**src/hdl/plti_pkg.sv**
```systemverilog
// ----------------------------------------------------------------------------
// plti_pkg
// shared widths, mode codes and status codes of the interpolation table core
// ----------------------------------------------------------------------------
`default_nettype none

package plti_pkg;

  localparam int MAX_POINTS = 256;
  localparam int IDX_W      = $clog2(MAX_POINTS);
  localparam int CNT_W      = $clog2(MAX_POINTS + 1);

  localparam int ANGLE_W    = 16;
  localparam int VALUE_W    = 32;
  localparam int ACC_W      = 48;
  localparam int ENTRY_W    = ANGLE_W + VALUE_W;
  localparam int PROD_W     = ANGLE_W + VALUE_W;
  localparam int APROD_W    = ANGLE_W + VALUE_W + 1;
  localparam int TERM_SHIFT = 9;

  localparam int DIV_STEPS  = PROD_W;
  localparam int DIV_CNT_W  = $clog2(DIV_STEPS);

  typedef logic [1:0] mode_t;
  localparam mode_t MODE_CLEAR  = 2'd0;
  localparam mode_t MODE_APPEND = 2'd1;
  localparam mode_t MODE_QUERY  = 2'd2;

  typedef logic [1:0] status_t;
  localparam status_t ST_OK       = 2'd0;
  localparam status_t ST_OUTSIDE  = 2'd1;
  localparam status_t ST_FULL     = 2'd2;
  localparam status_t ST_NOT_INCR = 2'd3;

endpackage

`default_nettype wire

```
**src/hdl/plti_div.sv**
```systemverilog
// ----------------------------------------------------------------------------
// plti_div
// restoring divider, one quotient bit per cycle over the full dividend width
// ----------------------------------------------------------------------------
`default_nettype none

module plti_div (
  input  logic                         clk,
  input  logic                         rst,
  input  logic                         start,
  input  logic [plti_pkg::PROD_W-1:0]  dividend,
  input  logic [plti_pkg::ANGLE_W-1:0] divisor,
  output logic                         done,
  output logic [plti_pkg::VALUE_W-1:0] quotient
);
  import plti_pkg::*;

  logic                 active;
  logic [DIV_CNT_W-1:0] step_cnt;
  logic [PROD_W-1:0]    q;
  logic [ANGLE_W-1:0]   rem;
  logic [ANGLE_W-1:0]   rem_next;
  logic [ANGLE_W:0]     trial;
  logic                 ge;

  always_comb begin
    trial    = {rem, q[PROD_W-1]};
    ge       = trial >= {1'b0, divisor};
    rem_next = ge ? ANGLE_W'(trial - {1'b0, divisor}) : trial[ANGLE_W-1:0];
  end

  always_ff @(posedge clk) begin
    if (rst) begin
      active   <= 1'b0;
      done     <= 1'b0;
      step_cnt <= '0;
    end else begin
      done <= 1'b0;
      if (start) begin
        active   <= 1'b1;
        step_cnt <= '0;
      end else if (active) begin
        step_cnt <= step_cnt + DIV_CNT_W'(1);
        if (step_cnt == DIV_CNT_W'(DIV_STEPS - 1)) begin
          active <= 1'b0;
          done   <= 1'b1;
        end
      end
    end
  end

  always_ff @(posedge clk) begin
    if (start) begin
      q   <= dividend;
      rem <= '0;
    end else if (active) begin
      q   <= {q[PROD_W-2:0], ge};
      rem <= rem_next;
    end
  end

  assign quotient = q[VALUE_W-1:0];

endmodule

`default_nettype wire

```
**config.mk**
```make
export PLATFORM = sky130hd
export DESIGN_NAME = plti_div
export DESIGN_NICKNAME = d
export VERILOG_FILES = /design/src/hdl/plti_pkg.sv /design/src/hdl/plti_div.sv
export SDC_FILE = /design/constraint.sdc
export NUM_CORES = 1
export LEC_CHECK = 0
export ABC_AREA = 1
export BUFFER_PORTS_ARGS = -buffer_cell sky130_fd_sc_hd__buf_2
export CAP_MARGIN = 0
export CELL_PAD_IN_SITES_DETAIL_PLACEMENT = 2
export CELL_PAD_IN_SITES_GLOBAL_PLACEMENT = 2
export CORE_MARGIN = 4
export CORE_UTILIZATION = 30
export CTS_CLUSTER_DIAMETER = 30
export CTS_CLUSTER_SIZE = 28
export DETAILED_ROUTE_END_ITERATION = 6
export PLACE_DENSITY = 0.83
export SLEW_MARGIN = 10
export SYNTH_ARGS = -nofsm -noshare
export SYNTH_HDL_FRONTEND = slang
export SYNTH_SLANG_ARGS = --single-unit
```
**constraint.sdc**
```tcl
create_clock -name clk -period 2.4 [get_ports clk]
set_input_delay 0.36 -clock clk [delete_from_list [all_inputs] [get_ports clk]]
set_output_delay 0.36 -clock clk [all_outputs]
set_load 0.005 [all_outputs]
```
== Word-level counts from Yosys, hierarchy flattened ==
Index checks and enable logic that the tools add are counted.
Widths: inputs -> output; s select.
Word-level totals
  bits in writable memories: 0
  bits in registers: 72
  memories: 0
  latch bits: 0
  ROM bits: 0
  output and inout bits: 33
Operators by class
  add/sub/neg operators: 2
  shift operators: 0
  reduce and logical (&&, ||, !) cells: 3
  $mul: 0
  bitwise gates (word level): 1
  div/mod/pow operators: 0
  magnitude comparators: 1
  multiplexer cells: 7
  equal/unequal tests: 1
Operator list (number)
  $mux 48: 2
  $ge 17x16->1: 1
  $mux 16: 1
  $sub 16x16->16: 1
  $add 6x1->6 const B: 1
  $eq 6x6->1 const B: 1
  $mux 1: 4
  $reduce_or 3->1: 1
  $reduce_bool 2->1: 1
  $reduce_or 2->1: 1
  $not 1->1: 1

== Longest topological paths before layout ==
Gate-level depths: netlist of the first run.
  word-level depth: 4
  gate-level depth with buffers: 14

== Worst setup path after synthesis of the first run ==
No wires, ideal clock.
  path kind: input to register
  start point: in start
  end point: reg q[0] (enable)
  path slack: 0.337 ns
  stages: 3
  library setup time: 0.407 ns
  path buffers: 1
  data arrival time: 1.656 ns
  cell sequence: clkbuf_1 nor2_1 inv_1
On the way
  cells in the longest elaborated chain, start to end: 1
RTL lines
  from (decl): line plti_div.sv:10  | input logic start,
  $reduce_bool 2->1 (no line)
  to (signal assigned): line plti_div.sv:54  | q <= dividend;
  to (signal assigned): line plti_div.sv:57  | q <= {q[PROD_W-2:0], ge};
  to (decl): line plti_div.sv:20  | logic [PROD_W-1:0] q;
Every way passes these cells.
A chain may end at the register's enable or synchronous reset.

== Final worst setup path of the first run ==
  start point: reg rem[7]
  end point: reg rem[1]
On the way
  cells in the longest elaborated chain, start to end: 2
RTL lines
  from (decl): line plti_div.sv:21  | logic [ANGLE_W-1:0] rem;
  from (signal assigned): line plti_div.sv:58  | rem <= rem_next;
  $ge 17x16->1: line plti_div.sv:28  | ge = trial >= {1'b0, divisor};
  $mux 16: line plti_div.sv:29  | rem_next = ge ? ANGLE_W'(trial - {1'b0, divisor}) : trial[ANGLE_W-1:0];
Every way passes these cells.

==> out/metrics.csv, run 1 <==
metric,value,unit
status,completed,
die width,130,um
placed cell count,849,
post-synth top area cell,edfxtp_1,
DR pass1 iterations,4,
DRT antenna net count,0,
Rel. slew slack,0.666,
endpoints failing hold,0,
Fillers,1734,
Pwr Total,3.30,mW
largest net degree at the start of global routing,56,
non-filler instance count after layout,866,
CTS tree,yes,
detailed placement HPWL,10600,um
top area cells in the synthesized netlist,"edfxtp_1 32%, nand2_1 23%, dfxtp_1 11%",
Final Max Tran Viols,0,
I/O Pins,100,
Area Growth Syn to Fin,17.7,%
"worst slack, placed",0.187,ns
post-route setup slack,0.312,ns
P_leak,2.78,nW
CTS Buffer Depth,2,
Final #Nets,761,
HP Class,primary input to register,
die area,0.0169,mm2
"Min Clock Period, post-route",2.09,ns
crit-path cells,ha_1 > nand2_1 > inv_1 > nand2_1 > nand2_1 > inv_1 > nand3_2 > nand2_4 > nand2_4 > nand2_1 > nand3_1 > o21ai_0,
# hold bufs at CTS,0,
CP endpoint kind,register,
pwr/cell area,629,mW/mm2
initial antenna violation count,1,
CP startpoint kind,register,
Starting Density,0.307,
Clock Sinks,72,
# port buffers,99,
Required @ worst endpoint,2.61,ns
via/cell ratio,4.69,
number of buffers created by CTS,9,
Synth Area in Simple Gates,0.333,
post-CTS setup buffer count,0,
GRT overflow,0,
family with the most delay on the worst path,simple AND/OR/NAND/NOR gates,
crit path DAT,2.30,ns
HP Start,dividend[27],
worst path bufs/invs,2,
largest family of logic cells by synthesized area,simple AND/OR/NAND/NOR gates,
quantity of gates resized following cts,0,
Synth Instances,607,
maximum clock frequency,0.479,GHz
library cells used by synthesis,32,
crit-path most repeated cell,nand2_1,
Worst Tran Pin Value,0.502,ns
Synth Area in Compound Gates,0.0368,
period utilisation layout,0.870,
clock slew at reported path FFs,0.06,ns
clk root buf,clkbuf_16,
crit path from,rem[7],
xor/xnor share of the synthesized area,0.0118,
synthesis warning total,0,
Worst Skew,0.00401,ns
Cell Rows,44,
Die H,130,um
Synth Register Bits,72,
"Seq/Total Area, Yosys",0.431,
Mapped Nets,692,
Slowest cell on crit path,ha_1,
max-cap check violation count,0,
share of post-route cells with drive strength above 1,0.198,
core area,0.0145,mm2
post-synthesis mux area share,0,
DRC violations left,0,
WS Path Type,register to register,
DR iter-0 viols,230,
vias,4060,
max incr delay on CP,0.36,ns
Synth Area per Inst,7.34,um2
start of the worst register-to-register path,rem[7],
"Max FO, Critical Path",18,
Setup-failing EPs final,0,
number of global-route vias before repair,4417,
global-route wire length before repair,22100,um
VDD IR max,0.416,mV
routability cong.,0.847,
Total Routing Usage GR,0.166,
post-synthesis cell area,0.00446,mm2
unrepaired setup endpoints after global routing,no,
worst skew pair latency,0.33,ns
Post-Synth Adder-Cell Area,0.0522,
Setup TNS,0,ns
H-tree depth,3,
Synth top area share,0.323,
DR WL/cell,15.8,um
Detailed Route WL,13700,um
[cell type report]
class	count	area, um2	area share
clock inverter	7	86.3	0.0165
antenna	1	2.50	0.000477
tap	184	230	0.0439
inverter	76	285	0.0544
clock buffer	9	225	0.0429
timing repair buffer	106	561	0.107
sequential	72	1920	0.366
multi-input combinational	411	1930	0.369
[through the flow]
stage	area, um2	hold slack, ns	utilization
floorplan	4460	0.443	-
detailed placement	4930	0.476	0.339
CTS	5240	0.284	0.361
finish	5250	0.299	0.361
global route	5250	0.292	0.361
global placement	4930	0.467	0.339
[cell usage after synthesis]
cell	instances
nand3b_1	7
edfxtp_1	48
nand2_2	1
nand4_1	4
nand3_1	37
xor2_1	2
fa_1	1
a21oi_1	10
buf_6	1
xnor2_1	4
buf_1	2
o21ai_2	1
nor2_1	25
buf_4	33
o21a_1	1
nand2_1	268
o21bai_1	1
o21ai_0	11
clkbuf_1	9
dfxtp_1	24
inv_2	1
nor2_4	1
nor3_1	8
o21ai_1	1
nor2_2	2
nand2_4	2
inv_1	75
ha_1	17
a31oi_1	2
a21oi_2	2
nand3_2	3
buf_2	3
[layout by cell type (no fill, tap or decap), types with 3 or more instances in the layout]
| cell type | synthesis | final |
|---|---|---|
| ha_1 | 17 | 17 |
| buf_4 | 33 | 6 |
| buf_2 | 3 | 99 |
| nand2_1 | 268 | 268 |
| nand3_1 | 37 | 37 |
| nor2_1 | 25 | 25 |
| dfxtp_1 | 24 | 24 |
| nand4_1 | 4 | 4 |
| o21ai_0 | 11 | 11 |
| nor3_1 | 8 | 8 |
| clkinv_2 | 0 | 3 |
| xnor2_1 | 4 | 4 |
| edfxtp_1 | 48 | 48 |
| inv_1 | 75 | 74 |
| a21oi_1 | 10 | 10 |
| nand3b_1 | 7 | 7 |
| nand3_2 | 3 | 3 |
| clkbuf_16 | 0 | 9 |
[worst register-to-register path, stage by stage (launching register included)]
cell and delay, ns:
dfxtp_1 0.34, ha_1 0.36, nand2_1 0.14, inv_1 0.13, nand2_1 0.07, nand2_1 0.11
inv_1 0.08, nand3_2 0.10, nand2_4 0.16, nand2_4 0.23, nand2_1 0.10, nand3_1 0.07
o21ai_0 0.07
[routing by layer]
layer,GRT usage,share of wire,up-vias
met1,0.198,0.42,1968
met2,0.308,0.53,66
met4,0.0287,0.012,0
met3,0.0377,0.042,15
met5,0,0,-
li1,-,-,2011
[kinds of logic (layout without fill, tap and decap cells)]
kind of cell	Yosys count	after routing
DFF	72	72
buffers and inverters	124	198
adders and majority gates	18	18
other	0	1
xor gates and xnor gates	6	6
AOI/OAI and AO/OA	29	29
and+or+nand+nor	358	358
[worst paths after layout]
check | to | cells after the start | slack [ns]
max | rem[1] | 12 | 0.31
min | q[27] | 3 | 0.30
max reg2reg | rem[1] | 12 | 0.31
min reg2reg | rem[13] | 2 | 0.48
[flip-flops by register name, indices dropped and copies added (netlist names)]
register	cells
done	1
active	1
q	48
step_cnt	6
rem	16
[where the power goes]
part / leakage, nW / switching (mW) / total, mW / internal (mW)
registers: 0.686 / 0.0431 / 1.48 / 1.44
logic: 1.94 / 0.249 / 0.410 / 0.161
clock network: 0.153 / 0.510 / 1.41 / 0.900
Power figures use the tool's default switching activity.
==> run 2: changes to the inputs <==
--- a/config.mk
+++ b/config.mk
@@ -10,7 +10,7 @@
 export CAP_MARGIN = 0
 export CELL_PAD_IN_SITES_DETAIL_PLACEMENT = 2
 export CELL_PAD_IN_SITES_GLOBAL_PLACEMENT = 2
-export CORE_MARGIN = 4
+export CORE_MARGIN = 2
 export CORE_UTILIZATION = 30
 export CTS_CLUSTER_DIAMETER = 30
 export CTS_CLUSTER_SIZE = 28
==> out/metrics.csv, run 2 (same netlist as run 1, synthesis figures left out) <==
metric,value,unit
status,completed,
quantity of gates resized following cts,0,
Die H,126,um
most frequent cells in the layout,"268 x nand2_1, 99 x buf_2, 74 x inv_1",
crit path from,rem[4],
I/O Pins,100,
post-CTS setup buffer count,0,
CP endpoint kind,register,
Total Routing Usage GR,0.181,
pwr/cell area,647,mW/mm2
die width,126,um
P_leak,2.79,nW
Regs by FF count,"q x48, rem x16, step_cnt x6",
Final Util,0.363,
core area,0.0145,mm2
Cell Rows,44,
H-tree depth,3,
endpoints failing hold,0,
unrepaired setup endpoints after global routing,no,
"Most flops, register",q,
Worst Tran Pin Value,0.600,ns
via/cell ratio,4.72,
Setup TNS,0,ns
# hold bufs at CTS,0,
worst r2r path cells,10,
Critical Path End,rem[3],
Detailed Route WL,14000,um
vias,4089,
routability cong.,0.822,
DRC violations left,0,
initial antenna violation count,0,
CTS Buffer Depth,2,
die area,0.0158,mm2
"Min Clock Period, post-route",2.10,ns
Required @ worst endpoint,2.60,ns
max-cap check violation count,0,
share of post-route cells with drive strength above 1,0.199,
Final #Nets,763,
clock slew at reported path FFs,0.06,ns
R2R Setup Slk,0.30,ns
period utilisation layout,0.873,
HP Class,primary input to register,
DR pass1 iterations,4,
area of the multi-input gates,0.00193,mm2
maximum clock frequency,0.477,GHz
global-route met1 utilization,0.212,
number of buffers created by CTS,9,
Starting Density,0.307,
WS Path Type,register to register,
Worst Skew,0.00672,ns
HP Start,dividend[42],
Area Growth Syn to Fin,18.5,%
max FFs per register,48,
Fillers,1698,
global-route wire length before repair,23100,um
FF+latch area,0.00192,mm2
Rel. slew slack,0.600,
largest net degree at the start of global routing,48,
CP startpoint kind,register,
CTS tree,yes,
Antenna diodes,0,
# port buffers,99,
DR WL/cell,16.1,um
"most common cell after layout, fill and taps aside",nand2_1,
met3 Use GR,0.0272,
number of global-route vias before repair,4566,
GRT overflow,0,
Final Max Tran Viols,0,
worst skew pair latency,0.33,ns
Clock Sinks,72,
"Max FO, Critical Path",18,
Setup-failing EPs final,0,
crit path DAT,2.30,ns
DRT antenna net count,0,
VDD IR max,0.322,mV
busiest grt layer,met2,
DR iter-0 viols,140,
RR Endpoint,rem[3],
start of the worst register-to-register path,rem[4],
detailed placement HPWL,10700,um
met2 usage,0.343,
clk root buf,clkbuf_16,
-- run 2: changes by cell type in the layout (fill, tap and decap cells not counted) --
cell | previous run | this run
buf_4 | 6 | 8
clkinv_2 | 3 | 0
bufinv_16 | 2 | 3
clkinv_1 | 1 | 0
clkinv_4 | 0 | 1
diode_2 | 1 | 0
clkbuf_1 | 0 | 1
-- run 2: cell type report --
class / count / area share
clock buffer: 10 / 0.0433
clock inverter: 5 / 0.0201
inverter: 76 / 0.0540
multi-input combinational: 411 / 0.366
sequential: 72 / 0.364
tap: 184 / 0.0436
timing repair buffer: 108 / 0.109
-- run 2: layer usage --
layer	wire length, um	up-vias
li1	-	2010
met1	5960	1985
met2	7330	76
met3	468	18
met4	225	0
met5	0	-
-- run 2: how the worst min path moves through the flow --
stage,to,depth (start not counted)
after CTS,q[42],3
after floorplan,rem[14],2
after global routing,q[9],3
after detailed placement,rem[11],2
after global placement,rem[15],2
final,q[42],3
-- run 2: stage by stage --
step                      instance area (um2)  setup WS (ns)  hold WS [ns]  total power, mW  instances
final                                    5280          0.304         0.308             3.42        866
after global routing                     5280         0.0617         0.317             3.57        866
after CTS                                5280          0.280         0.303             3.46        866
after detailed placement                 4950          0.154         0.486             1.92        851
after global placement                   4950          0.245         0.467             1.89        851
after floorplan                          4460          0.337         0.443             1.78        607
-- run 2: critical path: stages (launching register included) --
cell and delay, ns:
dfxtp_1 0.35, ha_1 0.37, nand2_1 0.14, nor2_1 0.18
nand3_1 0.15, nand3_2 0.14, nand2_4 0.16, nand2_4 0.24
nand2_1 0.08, nand3_1 0.08, o21ai_0 0.09
-- run 2: where the power goes --
part | total, mW | switching, mW | internal [mW] | leakage, nW
clock network | 1.53 | 0.514 | 1.01 | 0.159
logic | 0.415 | 0.252 | 0.163 | 1.95
registers | 1.48 | 0.0450 | 1.44 | 0.686
total | 3.42 | 0.811 | 2.61 | 2.79
